`src/rtl/mbwr_pkg.sv`:
```
// types, constants and crc helper for the write-register framer
`timescale 1ns / 1ps
`default_nettype none

package mbwr_pkg;

  // request kinds
  typedef enum logic [1:0] {
    CMD_ENABLE = 2'd0,
    CMD_MODE   = 2'd1,
    CMD_SPEED  = 2'd2
  } cmd_t;

  // configuration register indexes
  typedef enum logic [1:0] {
    REG_ENABLE_ADDR = 2'd0,
    REG_MODE_ADDR   = 2'd1,
    REG_SPEED_ADDR  = 2'd2
  } reg_idx_t;

  localparam logic [7:0]  FUNC_WRITE_SINGLE = 8'h06;
  localparam logic [15:0] CRC_POLY          = 16'hA001;
  localparam logic [15:0] CRC_INIT          = 16'hFFFF;
  localparam logic [15:0] ENABLE_ADDR_RESET = 16'd201;
  localparam logic [15:0] MODE_ADDR_RESET   = 16'd100;
  localparam logic [15:0] SPEED_ADDR_RESET  = 16'd401;
  localparam int          FRAME_LEN         = 8;
  localparam int          BYTE_IDX_W        = $clog2(FRAME_LEN);
  localparam int          CRC_BYTES         = 6;

  // one input item
  typedef struct packed {
    logic [1:0]         command;
    logic [7:0]         slave_id;
    logic signed [15:0] request_value;
  } req_t;

  // one result item
  typedef struct packed {
    logic [7:0] frame_byte;
    logic       frame_last;
  } frame_t;

  // crc-16 update over one byte, lsb first
  function automatic logic [15:0] crc16_byte(input logic [15:0] crc_in,
                                             input logic [7:0] data);
    logic [15:0] c;
    c = crc_in ^ {8'h00, data};
    for (int b = 0; b < 8; b++) begin
      if (c[0]) begin
        c = (c >> 1) ^ CRC_POLY;
      end else begin
        c = c >> 1;
      end
    end
    return c;
  endfunction

endpackage

`default_nettype wire

```
`src/rtl/modbus_write_register_framer_core.sv`:
```
// write-single-register frame builder with running crc-16
// the request is captured into the frame registers, and each frame byte leaves through the output register
// one frame byte per cycle while the receiver does not stall, set by the
// byte counter that walks the frame through the output register
// the next request is taken in the cycle the eighth byte is loaded
// reset: synchronous, restores the three register addresses and empties the output
`timescale 1ns / 1ps
`default_nettype none

module modbus_write_register_framer_core (
  input  wire logic          clk,
  input  wire logic          rst,
  input  wire logic          in_valid,
  output logic               in_stall,
  input  wire mbwr_pkg::req_t in_data,
  output logic               out_valid,
  input  wire logic          out_stall,
  output mbwr_pkg::frame_t   out_data,
  input  wire logic          cfg_write,
  input  wire logic [1:0]    cfg_index,
  input  wire logic [15:0]   cfg_data
);

  localparam logic [mbwr_pkg::BYTE_IDX_W-1:0] LAST_IDX =
    mbwr_pkg::BYTE_IDX_W'(mbwr_pkg::FRAME_LEN - 1);
  localparam logic [mbwr_pkg::BYTE_IDX_W-1:0] CRC_LO_IDX =
    mbwr_pkg::BYTE_IDX_W'(mbwr_pkg::CRC_BYTES);

  logic [15:0] enable_addr;
  logic [15:0] mode_addr;
  logic [15:0] speed_addr;

  // frame being sent
  logic                             busy;
  logic [mbwr_pkg::BYTE_IDX_W-1:0]  idx;
  logic [7:0]                       slave_id;
  logic [15:0]                      reg_addr;
  logic [15:0]                      data_word;
  logic [15:0]                      crc;

  logic        advance;
  logic        take;
  logic        req_ok;
  logic [15:0] req_addr;
  logic [15:0] req_data;
  logic [7:0]  cur_byte;
  logic [7:0]  frame_bytes [mbwr_pkg::CRC_BYTES];

  // configuration writes
  always_ff @(posedge clk) begin
    if (rst) begin
      enable_addr <= mbwr_pkg::ENABLE_ADDR_RESET;
      mode_addr   <= mbwr_pkg::MODE_ADDR_RESET;
      speed_addr  <= mbwr_pkg::SPEED_ADDR_RESET;
    end else if (cfg_write) begin
      case (mbwr_pkg::reg_idx_t'(cfg_index))
        mbwr_pkg::REG_ENABLE_ADDR: enable_addr <= cfg_data;
        mbwr_pkg::REG_MODE_ADDR:   mode_addr   <= cfg_data;
        mbwr_pkg::REG_SPEED_ADDR:  speed_addr  <= cfg_data;
        default: ;
      endcase
    end
  end

  // decode the request: address and data word per command
  always_comb begin
    req_ok   = 1'b1;
    req_addr = enable_addr;
    req_data = 16'h0000;
    case (mbwr_pkg::cmd_t'(in_data.command))
      mbwr_pkg::CMD_ENABLE: begin
        req_addr = enable_addr;
        req_data = {15'd0, in_data.request_value == 16'sd1};
      end
      mbwr_pkg::CMD_MODE: begin
        req_addr = mode_addr;
        req_data = {15'd0, in_data.request_value == 16'sd1};
      end
      mbwr_pkg::CMD_SPEED: begin
        req_addr = speed_addr;
        req_data = in_data.request_value;
      end
      default: req_ok = 1'b0;
    endcase
  end

  // handshake: output register moves when empty or taken
  assign advance  = busy && (!out_valid || !out_stall);
  assign in_stall = busy && !(advance && idx == LAST_IDX);
  assign take     = in_valid && !in_stall;

  // byte selection for the current position
  assign frame_bytes[0] = slave_id;
  assign frame_bytes[1] = mbwr_pkg::FUNC_WRITE_SINGLE;
  assign frame_bytes[2] = reg_addr[15:8];
  assign frame_bytes[3] = reg_addr[7:0];
  assign frame_bytes[4] = data_word[15:8];
  assign frame_bytes[5] = data_word[7:0];

  always_comb begin
    if (idx == LAST_IDX) begin
      cur_byte = crc[15:8];
    end else if (idx == CRC_LO_IDX) begin
      cur_byte = crc[7:0];
    end else begin
      cur_byte = frame_bytes[idx[2:0] < 3'(mbwr_pkg::CRC_BYTES) ? idx : '0];
    end
  end

  // frame sequencer and running crc; a new request only lands when idle or on the last byte
  always_ff @(posedge clk) begin
    if (rst) begin
      busy <= 1'b0;
      idx  <= '0;
    end else if (take && req_ok) begin
      busy      <= 1'b1;
      idx       <= '0;
      crc       <= mbwr_pkg::CRC_INIT;
      slave_id  <= in_data.slave_id;
      reg_addr  <= req_addr;
      data_word <= req_data;
    end else if (advance) begin
      idx <= idx + 1'b1;
      if (idx < CRC_LO_IDX) begin
        crc <= mbwr_pkg::crc16_byte(crc, cur_byte);
      end
      if (idx == LAST_IDX) begin
        busy <= 1'b0;
      end
    end
  end

  // output register
  always_ff @(posedge clk) begin
    if (rst) begin
      out_valid <= 1'b0;
    end else if (advance) begin
      out_valid           <= 1'b1;
      out_data.frame_byte <= cur_byte;
      out_data.frame_last <= (idx == LAST_IDX);
    end else if (!out_stall) begin
      out_valid <= 1'b0;
    end
  end

endmodule

`default_nettype wire

```
`config.mk`:
```
export PLATFORM = sky130hd
export DESIGN_NAME = modbus_write_register_framer_core
export DESIGN_NICKNAME = d
export VERILOG_FILES = /design/src/rtl/mbwr_pkg.sv /design/src/rtl/modbus_write_register_framer_core.sv
export SDC_FILE = /design/constraint.sdc
export NUM_CORES = 1
export LEC_CHECK = 0
export BUFFER_PORTS_ARGS = -buffer_cell sky130_fd_sc_hd__buf_2
export CAP_MARGIN = 10
export CORE_ASPECT_RATIO = 0.9
export CORE_MARGIN = 2
export CORE_UTILIZATION = 59
export DETAILED_ROUTE_END_ITERATION = 8
export GPL_TIMING_DRIVEN = 0
export PLACE_DENSITY_LB_ADDON = 0.08
export SLEW_MARGIN = 20
export SYNTH_ARGS = -nofsm -noshare
export SYNTH_HDL_FRONTEND = slang
export SYNTH_SLANG_ARGS = --single-unit
```
`constraint.sdc`:
```
create_clock -name clk -period 4.7 [get_ports clk]
set_input_delay 0.47 -clock clk [delete_from_list [all_inputs] [get_ports clk]]
set_output_delay 0.47 -clock clk [all_outputs]
set_load 0.05 [all_outputs]
```
### Word-level counts from Yosys, hierarchy flattened

Index checks and enable logic that the tools add are counted.

* flip-flop bits (word level): 118
* word-level logic and storage cells: 111

* add/sub/neg operators: 1
* $lt $le $gt $ge: 2
* equality and inequality tests: 8
* mux-type cells: 52
* bitwise gates (word level): 11
* reduce and logical (&&, ||, !) cells: 25

Operators with widths (count)
* 2-to-1 mux 16 bit: 38
* one-hot mux 16 bit (2 select lines): 2
* 2-to-1 mux 8 bit: 4
* binary-select mux 8 bit (select 3 bit): 1
* inverter 2 -> 3 bit: 8
* == test 16 x 2 -> 1 bit (second input constant): 1
* bitwise XOR 16 x 8 -> 16 bit: 1
* AND reduction 2 bit: 6
* == test 3 bit (second input constant): 2
* 2-to-1 mux 1 bit: 6
* nonzero test 2 bit: 3
* logical AND 1 bit: 5
* == test 2 x 1 -> 1 bit (second input constant): 2
* == test 2 bit (second input constant): 2
* >= comparator 4 bit (second input constant): 1
* logical NOT 1 bit: 4
* logical NOT 2 bit: 2
* inverter 3 -> 4 bit: 1
* OR reduction 2 bit: 2
* adder 3 x 1 -> 3 bit (second input constant): 1
* less-than comparator 3 bit (second input constant): 1
* 2-to-1 mux 3 bit: 1
* AND reduction 3 bit: 1
* OR reduction 3 bit: 1
* 3 further kinds: 3

### Logic depth before layout (Yosys ltp)

Gate-level depths: netlist of the first run.

* depth after elaboration: 55
* mapped depth: 12
* gate-level depth less buffers: 10

### Least setup slack after synthesis of the first run

No wires, ideal clock.

* kind: register to register
* from: register idx[1] (netlist bit)
* to: register crc[0], enable pin
* setup time: 368 ps
* data arrival time: 3860 ps
* slack: 472 ps
* cell stages (with the launch flop): 10
* buffers on the path: 2
* clock period less this slack: 4228 ps
* cell sequence: dfxtp_1 ha_1 ha_1 clkbuf_1 clkbuf_1 nand2_1 nand2_1 nand2b_1 nor2_1 a21o_1

* longest elaborated chain between the ends: 9
* elaborated cells on any way between the ends: 11
* classes of those cells: 1 x order compare; 1 x eq/ne; 9 x reduce/logical

Ends and longest elaborated chain
* start, declared: line modbus_write_register_framer_core.sv:35 `logic [mbwr_pkg::BYTE_IDX_W-1:0] idx;`
* start signal, assigned: line modbus_write_register_framer_core.sv:123 `idx <= idx + 1'b1;`
* == test 3 bit: line modbus_write_register_framer_core.sv:89 `assign in_stall = busy && !(advance && idx == LAST_IDX);`
* logical AND 1 bit: line modbus_write_register_framer_core.sv:89
* logical NOT 1 bit: line modbus_write_register_framer_core.sv:89
* logical AND 1 bit: line modbus_write_register_framer_core.sv:89
* logical NOT 1 bit: line modbus_write_register_framer_core.sv:90 `assign take = in_valid && !in_stall;`
* logical AND 1 bit: line modbus_write_register_framer_core.sv:90
* logical AND 1 bit: line modbus_write_register_framer_core.sv:115 `end else if (take && req_ok) begin`
* nonzero test 2 bit (no source line)
* AND reduction 3 bit (no source line) *
* end signal, assigned: line modbus_write_register_framer_core.sv:118 `crc <= mbwr_pkg::CRC_INIT;`
* end signal, assigned: line modbus_write_register_framer_core.sv:125 `crc <= mbwr_pkg::crc16_byte(crc, cur_byte);`
* end, declared: line modbus_write_register_framer_core.sv:39 `logic [15:0] crc;`

Every way passes the cells marked *; elsewhere a longest branch is shown, timed or not.
A chain may end at the register's enable or synchronous reset.

### Final worst setup path of the first run

* from: register idx[1] (netlist bit)
* to: register crc[12], enable pin

The elaborated chain is that of the path after synthesis.

==> flow_summary.json, run 1 <==
{
  "clock_latency_ns": 0.53,
  "synth_cell_types": 51,
  "setup_ws_ns": 0.7246,
  "pwr-share-seq_pct": 42.1,
  "finalSetupTns_ns": 0,
  "nets": 706,
  "endpoint_kind": "flip-flop",
  "crit_family": "buffers and inverters",
  "post_cts_buffers": 0,
  "ir_drop_mv": 0.4052,
  "p_sw_mw": 0.7359,
  "status": "finished clean",
  "dr_total_vias": 4496,
  "dpl.hpwl_um": 9454,
  "finClkSkew_ns": 0.005247,
  "hold_viol_final": 0,
  "rsz0062_at_grt": "false",
  "finalMaxSlewViolations": 0,
  "overflow": 0,
  "port_buffers": 58,
  "ys.flop_type": "edfxtp_1",
  "ys_warn_count": 0,
  "final_cell_mix": "129 x nand2_1, 66 x a21oi_1, 65 x edfxtp_1, 61 x buf_2, 53 x dfxtp_1",
  "cp.required_ns": 4.86,
  "slowest_stage": "nor2_4",
  "cts-root-buf": "clkbuf_8",
  "clock_path_buffers": 2,
  "cts_buffers": 17,
  "pre_cts_slack_ns": 0.6992,
  "path_buf_inv": 3,
  "grtUsageTotal_pct": 28.12,
  "place_congestion": 0.8833,
  "p_int_mw": 2.123,
  "fp.dieW_um": 106.6,
  "cts.repair.resized": 0,
  "die_area_sq_mm": 0.01027,
  "cts.htree.levels": 4,
  "avgRoutedWirePerCell_um": 17.20,
  "viasPerCell": 5.727,
  "row_count": 33,
  "p_total_mw": 2.859,
  "synthArstFlopShare_pct": 0,
  "path_cells": "ha_1 -> ha_1 -> clkbuf_1 -> clkbuf_1 -> nand2_1 -> nand2_1 -> nand2b_1 -> nor2_4 -> buf_16 -> a21o_1",
  "holdWs_ns": 0.1208,
  "setup_violations": 0,
  "p_leak_nw": 2.528,
  "synth_enable_flop_cells": 65,
  "finalCriticalPeriod_ns": 3.975,
  "synthesis.instances": 572,
  "finalNonFillerCells": 785,
  "syn_to_final_growth_pct": 19.03,
  "ant_nets": 0,
  "crit_arrival_ns": 4.13,
  "tightest_slew_ns": 1.010,
  "crit_path_start_kind": "flip-flop",
  "coreArea_sq_mm": 0.009166,
  "synth.cell_area_sq_mm": 0.005589,
  "hold_buffers": 0,
  "diodes": 0,
  "p_sw_share_pct": 25.74,
  "placed_cells": 753,
  "critPathKind": "reg -> reg",
  "maxCapViolations": 0,
  "num_io_pins": 60,
  "grt_pass1_vias": 4465,
  "cts_tree": "yes",
  "yosysSeqAreaShare_pct": 53.91,
  "relSlewSlack_pct": 32.44,
  "max_freq_ghz": 0.2515,
  "pwr-share-comb_pct": 13.4,
  "max_stage_delay_ns": 0.57,
  "synth_seq_cells": 118,
  "layout_commonest_cell": "nand2_1",
  "antenna_found_initial": 0,
  "drc": 0,
  "path_max_fanout": 22,
  "first_pass_iters": 5,
  "hp-class": "in -> reg",
  "p_clk_share_pct": 44.5,
  "drt_iter0_markers": 227,
  "power.density_mw_per_mm2": 429.8,
  "synth_fp_nets": 628,
  "grt_pass1_wl_um": 21600,
  "avgSynthCellArea_sq_um": 9.771,
  "die_h_um": 96.34,
  "fill_cells": 704,
  "layout-drive-gt1-share_pct": 15.99,
  "fin_crit_sh_pct": 84.58,
  "grt_max_degree": 23,
  "routed_wl_um": 13510,
  "clk_pin_slew_ns": 0.06,
  "cts_sinks": 118,
  "start_util_pct": 60.97
}
==> kinds of logic (layout without fill, tap and decap cells) <==
group | count (synthesis) | in the layout | share of synthesized area [%]
muxes | 6 | 6 | 1.119
buffers and inverters | 44 | 135 | 3.291
adders and majority gates | 7 | 7 | 1.567
DFF | 118 | 118 | 53.91
and+or+nand+nor | 242 | 242 | 20.71
AOI/OAI and AO/OA | 129 | 129 | 14.57
xor gates and xnor gates | 26 | 26 | 4.835
==> worst paths after layout <==
| check | startpoint | end | slack, ns | cells after the start |
|---|---|---|---|---|
| worst max-delay path | idx[1]$_SDFFE_PP0P_ | crc[12]$_SDFFCE_PP1P_ | 0.72 | 10 |
| worst min-delay path | in_data[19] | slave_id[3]$_DFFE_PP_ | 0.12 | 1 |
| worst max register to register | idx[1]$_SDFFE_PP0P_ | crc[12]$_SDFFCE_PP1P_ | 0.72 | 10 |
| worst min register to register | enable_addr[8]$_SDFFE_PP0P_ | enable_addr[8]$_SDFFE_PP0P_ | 0.46 | 2 |
==> power groups by stage <==
stage          registers, mW  logic [mW]  clock network [mW]
2_1_floorplan           1.23       0.268                   0
3_3_place_gp            1.22       0.360                   0
6_report                1.20       0.383                1.27
5_1_grt                 1.21       0.422                1.32
3_5_place_dp            1.22       0.378                   0
4_1_cts                 1.20       0.384                1.28
==> cells in the mapped netlist, drive strengths merged, types with 5 or more instances <==
cell,number,share of area [%]
nand2,129,8.7
a21oi,66,5.9
edfxtp,65,35
dfxtp,53,19
nor2,32,2.1
clkbuf,30,2.0
a22oi,22,3.0
and2,21,2.4
nand3b,16,2.1
o21ai,14,1.3
nand2b,13,1.5
xor2,12,1.9
xnor2,11,1.7
nor3,10,0.98
ha,7,1.6
inv,7,0.47
buf,6,0.74
a211oi,5,0.67
nor2b,5,0.56
==> state kept, by name, indices dropped and copies added (netlist names) <==
register	count
busy	1
crc	16
data_word	16
enable_addr	16
idx	3
mode_addr	16
out_data	9
out_valid	1
reg_addr	16
slave_id	8
speed_addr	16
==> metrics by stage <==
step / utilization [%] / cell area, sq um
floorplan: - / 5589
global placement: 65.81 / 6032
detailed placement: 66.19 / 6067
CTS: 72.58 / 6653
global route: 72.58 / 6653
finish: 72.58 / 6653
==> per-layer routing <==
layer / global-route usage, % / part of all wire [%] / vias up
met2: 49.89 / 51 / 158
met5: 0 / 0 / -
met4: 15.58 / 3.1 / 0
li1: - / - / 2174
met3: 6.500 / 4.9 / 37
met1: 31.63 / 41 / 2127
==> final cells by class <==
type                       count  area, sq um  share of cell area (%)
buffer                        36        153.9                   2.313
clock buffer                  18        439.2                   6.601
clock inverter                14        146.4                   2.200
inverter                       8        30.03                  0.4514
multi-input combinational    410         2400                   36.07
sequential                   118         3013                   45.29
tap                          122        152.6                   2.295
timing repair buffer          59        317.8                   4.777
Note: power is estimated with default switching activity, not from simulation.
==> run 2: changes to the inputs <==
Settings changed: CORE_UTILIZATION 59 to 53.
Clock period 4.7 ns to 3.25 ns, I/O delays scaled along.
==> flow_summary.json, run 2 (synthesized netlist as in run 1, its figures left out) <==
{
  "finalCriticalPeriod_ns": 3.080,
  "port_buffers": 58,
  "max_freq_ghz": 0.3247,
  "place_congestion": 0.8277,
  "drc": 0,
  "overflow": 0,
  "cts_sinks": 118,
  "relSlewSlack_pct": 35.54,
  "dr_total_vias": 4339,
  "finalMaxSlewViolations": 0,
  "final_util_pct": 64.95,
  "endpoint_kind": "flip-flop",
  "slowest_stage": "dfxtp_1",
  "hold_viol_final": 0,
  "cts_tree": "yes",
  "maxCapViolations": 0,
  "final_cell_mix": "129 x nand2_1, 66 x a21oi_1, 65 x edfxtp_1, 60 x buf_2, 53 x dfxtp_1",
  "syn_to_final_growth_pct": 19.07,
  "placed_cells": 759,
  "hp-class": "in -> reg",
  "layout-drive-gt1-share_pct": 17.29,
  "nets": 708,
  "grt_pass1_wl_um": 21850,
  "finalNonFillerCells": 794,
  "row_count": 35,
  "p_total_mw": 4.045,
  "setup_violations": 0,
  "setup_ws_ns": 0.1702,
  "p_leak_nw": 2.523,
  "antenna_found_initial": 0,
  "path_max_fanout": 10,
  "critPathKind": "reg -> reg",
  "dpl.hpwl_um": 9212,
  "max_stage_delay_ns": 0.36,
  "clk_pin_slew_ns": 0.05,
  "crit_path_start_kind": "flip-flop",
  "fp.dieW_um": 112.2,
  "avgRoutedWirePerCell_um": 16.32,
  "diodes": 0,
  "path_cells": "buf_4 -> clkinv_2 -> ha_1 -> and2_1 -> clkbuf_1 -> nor3b_1 -> o211a_1 -> a221o_1 -> xnor2_1 -> xnor3_2 -> xor3_1 -> nand2_1",
  "clock_path_buffers": 2,
  "ir_drop_mv": 0.5215,
  "cts.htree.levels": 4,
  "die_h_um": 101.4,
  "rsz0062_at_grt": "false",
  "power.density_mw_per_mm2": 607.8,
  "routed_wl_um": 12960,
  "crit_family": "XOR/XNOR gates",
  "status": "finished clean",
  "tightest_slew_ns": 0.9634,
  "cp.required_ns": 3.40,
  "grt_max_degree": 21,
  "viasPerCell": 5.465,
  "r2r_slack_ns": 0.17,
  "path_buf_inv": 3,
  "first_pass_iters": 5,
  "cts-root-buf": "clkbuf_16",
  "num_io_pins": 60,
  "crit_arrival_ns": 3.23,
  "start_util_pct": 54.54,
  "ant_nets": 0,
  "fin_crit_sh_pct": 94.76,
  "finClkSkew_ns": 0.006532,
  "clock_latency_ns": 0.42,
  "grtUsageTotal_pct": 25.16,
  "pre_cts_slack_ns": -0.9597,
  "layout_commonest_cell": "nand2_1",
  "die_area_sq_mm": 0.01138,
  "coreArea_sq_mm": 0.01025,
  "drt_iter0_markers": 324,
  "cts_buffers": 17,
  "grt_pass1_vias": 4347
}
==> run 2: changes by cell type in the layout (fill, tap and decap cells not counted), sizes merged <==
cell      before  now
clkinv         7    6
clkbuf        48   49
nor2          32   34
clkinvlp       2    3
bufinv         2    0
inv           11   12
==> run 2: power breakdown <==
part | leakage [nW] | internal, mW | switching (mW) | total [mW]
registers | 1.03 | 1.69 | 0.0481 | 1.74
logic | 1.22 | 0.238 | 0.308 | 0.545
clock network | 0.275 | 1.07 | 0.695 | 1.76
total | 2.52 | 2.99 | 1.05 | 4.05
==> run 2: layout make-up <==
type,instances,area (sq um)
timing repair buffer,59,297.8
buffer,36,160.2
tap,129,161.4
sequential,118,3013
fill,872,3592
clock inverter,13,91.34
clock buffer,19,475.5
inverter,8,31.28
multi-input combinational,412,2425
==> run 2: metal layers <==
metal	vias up	global-route usage [%]	routed length (um)
met2	129	41.98	6325
li1	2179	-	-
met1	2006	31.84	5517
met4	0	11.63	349
met3	25	5.386	763
met5	-	0	0
==> run 2: path summary, 6_finish.rpt <==
| check | to | depth (start not counted) | start |
|---|---|---|---|
| worst min register to register | enable_addr[12]$_SDFFE_PP0P_ | 2 | enable_addr[12]$_SDFFE_PP0P_ |
| worst max register to register | crc[0]$_SDFFCE_PP1P_ | 12 | idx[0]$_SDFFE_PP0P_ |
| worst max-delay path | crc[0]$_SDFFCE_PP1P_ | 12 | idx[0]$_SDFFE_PP0P_ |
| worst min-delay path | slave_id[6]$_DFFE_PP_ | 1 | in_data[22] |
==> run 2: through the flow <==
stage                     cell area [sq um]  TNS, ns  hold WS (ns)
after global routing                   6655        0       0.07404
after detailed placement               6048   -29.56        0.4477
after floorplan                        5597        0        0.4239
after global placement                 6048   -24.85        0.4420
final                                  6655        0       0.08398
after CTS                              6650        0       0.07012
==> run 2: repair_timing <==
item | in CTS | in global routing
resized for setup | 7 | 4
gates cloned | 2 | 0
setup buffers | 1 | 0
endpoints found under the hold margin | 0 | 0
pin swaps | 1 | 4
endpoints found under the setup margin | 59 | 23
hold buffers | 0 | 0
==> run 3: changes to the inputs <==
Settings changed: BUFFER_PORTS_ARGS -buffer_cell sky130_fd_sc_hd__buf_2 to default, CORE_UTILIZATION 53 to 57, DONT_BUFFER_PORTS from default to 1, REMOVE_ABC_BUFFERS from default to 1, TNS_END_PERCENT from default to 1.
==> flow_summary.json, run 3 (synthesized netlist as in run 1, its figures left out) <==
{
  "status": "finished clean",
  "dr_total_vias": 4183,
  "hp-class": "in -> reg",
  "ff_latch_area_sq_mm": 0.003022,
  "grt_max_degree": 54,
  "die_area_sq_mm": 0.01061,
  "finalCriticalPeriod_ns": 3.160,
  "row_count": 34,
  "p_leak_nw": 2.423,
  "die_h_um": 97.94,
  "crit_path_start_kind": "flip-flop",
  "antenna_found_initial": 0,
  "ir_drop_mv": 0.4487,
  "ant_nets": 0,
  "coreArea_sq_mm": 0.009614,
  "worstRegToRegCells": 8,
  "cp.required_ns": 3.51,
  "final_area_sq_mm": 0.006666,
  "power.density_mw_per_mm2": 608.2,
  "hold_viol_final": 0,
  "cts_sinks": 118,
  "routed_wl_um": 12950,
  "cp.depth": 8,
  "dpl.hpwl_um": 7881,
  "setup_violations": 0,
  "finalMaxSlewViolations": 0,
  "layout_commonest_cell": "nand2_1",
  "cts-root-buf": "clkbuf_8",
  "drt_iter0_markers": 210,
  "slowest_stage": "xnor3_2",
  "maxCapViolations": 0,
  "min_path_cells": 1,
  "place_congestion": 0.8240,
  "cts_tree": "yes",
  "clock_latency_ns": 0.53,
  "grtUsageTotal_pct": 25.81,
  "grt_pass1_vias": 4167,
  "start_util_pct": 58.13,
  "setup_ws_ns": 0.08991,
  "syn_to_final_growth_pct": 19.27,
  "drc": 0,
  "path_max_fanout": 20,
  "path_buf_inv": 0,
  "viasPerCell": 5.676,
  "nets": 655,
  "tightest_slew_ns": 1.008,
  "place_area_sq_mm": 0.005640,
  "clock_path_buffers": 2,
  "endpoint_kind": "flip-flop",
  "fill_cells": 759,
  "clk_pin_slew_ns": 0.06,
  "overflow": 0,
  "avgRoutedWirePerCell_um": 17.57,
  "path_cells": "and3b_1 -> a221o_1 -> o211a_1 -> nor3_2 -> xnor2_1 -> xnor3_2 -> xor3_1 -> nand2_1",
  "port_buffers": 0,
  "finalNonFillerCells": 737,
  "crit_arrival_ns": 3.42,
  "final_cell_mix": "129 x nand2_1, 66 x a21oi_1, 65 x edfxtp_1, 50 x dfxtp_1, 38 x dlygate4sd3_1",
  "num_io_pins": 60,
  "pre_cts_slack_ns": -1.479,
  "critPathKind": "reg -> reg",
  "fin_crit_sh_pct": 97.23,
  "finClkSkew_ns": 0.004863,
  "cts.htree.levels": 4,
  "placed_cells": 664,
  "multiInputGateArea_sq_mm": 0.002442,
  "diodes": 0,
  "fp.dieW_um": 108.4,
  "max_freq_ghz": 0.3164,
  "relSlewSlack_pct": 32.83,
  "crit_family": "XOR/XNOR gates",
  "layout-drive-gt1-share_pct": 9.820,
  "max_stage_delay_ns": 0.52,
  "first_pass_iters": 5,
  "cts_buffers": 17,
  "grt_pass1_wl_um": 20740
}
[run 3: cell types whose count changed in the layout (fill, tap and decap cells not counted), sizes merged]
cell | previous run | this run
inv | 12 | 11
nor2 | 34 | 33
dlygate4sd3 | 0 | 38
clkinvlp | 3 | 1
bufinv | 0 | 1
clkinv | 6 | 7
buf | 65 | 5
clkbuf | 49 | 19
[run 3: final timing paths]
check / slack (ns) / endpoint / start
max: 0.09 / crc[0]$_SDFFCE_PP1P_ / idx[2]$_SDFFE_PP0P_
min: 0.02 / data_word[7]$_DFFE_PP_ / in_data[7]
max reg2reg: 0.09 / crc[0]$_SDFFCE_PP1P_ / idx[2]$_SDFFE_PP0P_
min reg2reg: 0.45 / speed_addr[9]$_SDFFE_PP0P_ / speed_addr[9]$_SDFFE_PP0P_
[run 3: what timing repair did]
action,in CTS,in global routing
buffers inserted,1,1
hold buffers,39,0
pin swaps,1,1
endpoints found under the hold margin,73,0
gates cloned,1,0
setup endpoints to repair,68,19
resized for setup,11,4
[run 3: final cells by class]
type / instances / share of cell area, %
inverter: 8 / 0.4880
multi-input combinational: 411 / 36.64
tap: 126 / 2.365
timing repair buffer: 43 / 6.757
sequential: 118 / 45.33
clock buffer: 19 / 6.963
clock inverter: 12 / 1.464
[run 3: per-stage QoR]
| step | setup TNS (ns) | hold WS [ns] | total power [mW] | utilization, % |
|---|---|---|---|---|
| 2_1_floorplan | -64.34 | 0.3941 | 2.146 | - |
| 5_1_grt | -0.002516 | 0.004569 | 4.210 | 69.34 |
| 4_1_cts | 0 | 0.001058 | 4.067 | 69.10 |
| 3_5_place_dp | -54.62 | 0.4004 | 2.248 | 58.67 |
| 6_report | 0 | 0.01930 | 4.054 | 69.34 |
| 3_3_place_gp | -151.22 | 0.3992 | 2.227 | 58.17 |
[run 3: power by group]
part           total, mW  internal (mW)  switching [mW]
sequential          1.76           1.69          0.0708
clock               1.77           1.09           0.673
combinational      0.527          0.253           0.274
total               4.05           3.04            1.02
[run 3: per-layer routing]
layer / global-route usage, % / share of wire [%] / vias to the layer above / wire [um]
met4: 9.270 / 1.8 / 0 / 238
met3: 7.009 / 4.8 / 21 / 623
met1: 33.10 / 44 / 1991 / 5717
li1: - / - / 2066 / -
met2: 42.14 / 49 / 105 / 6371
met5: 0 / 0 / - / 0
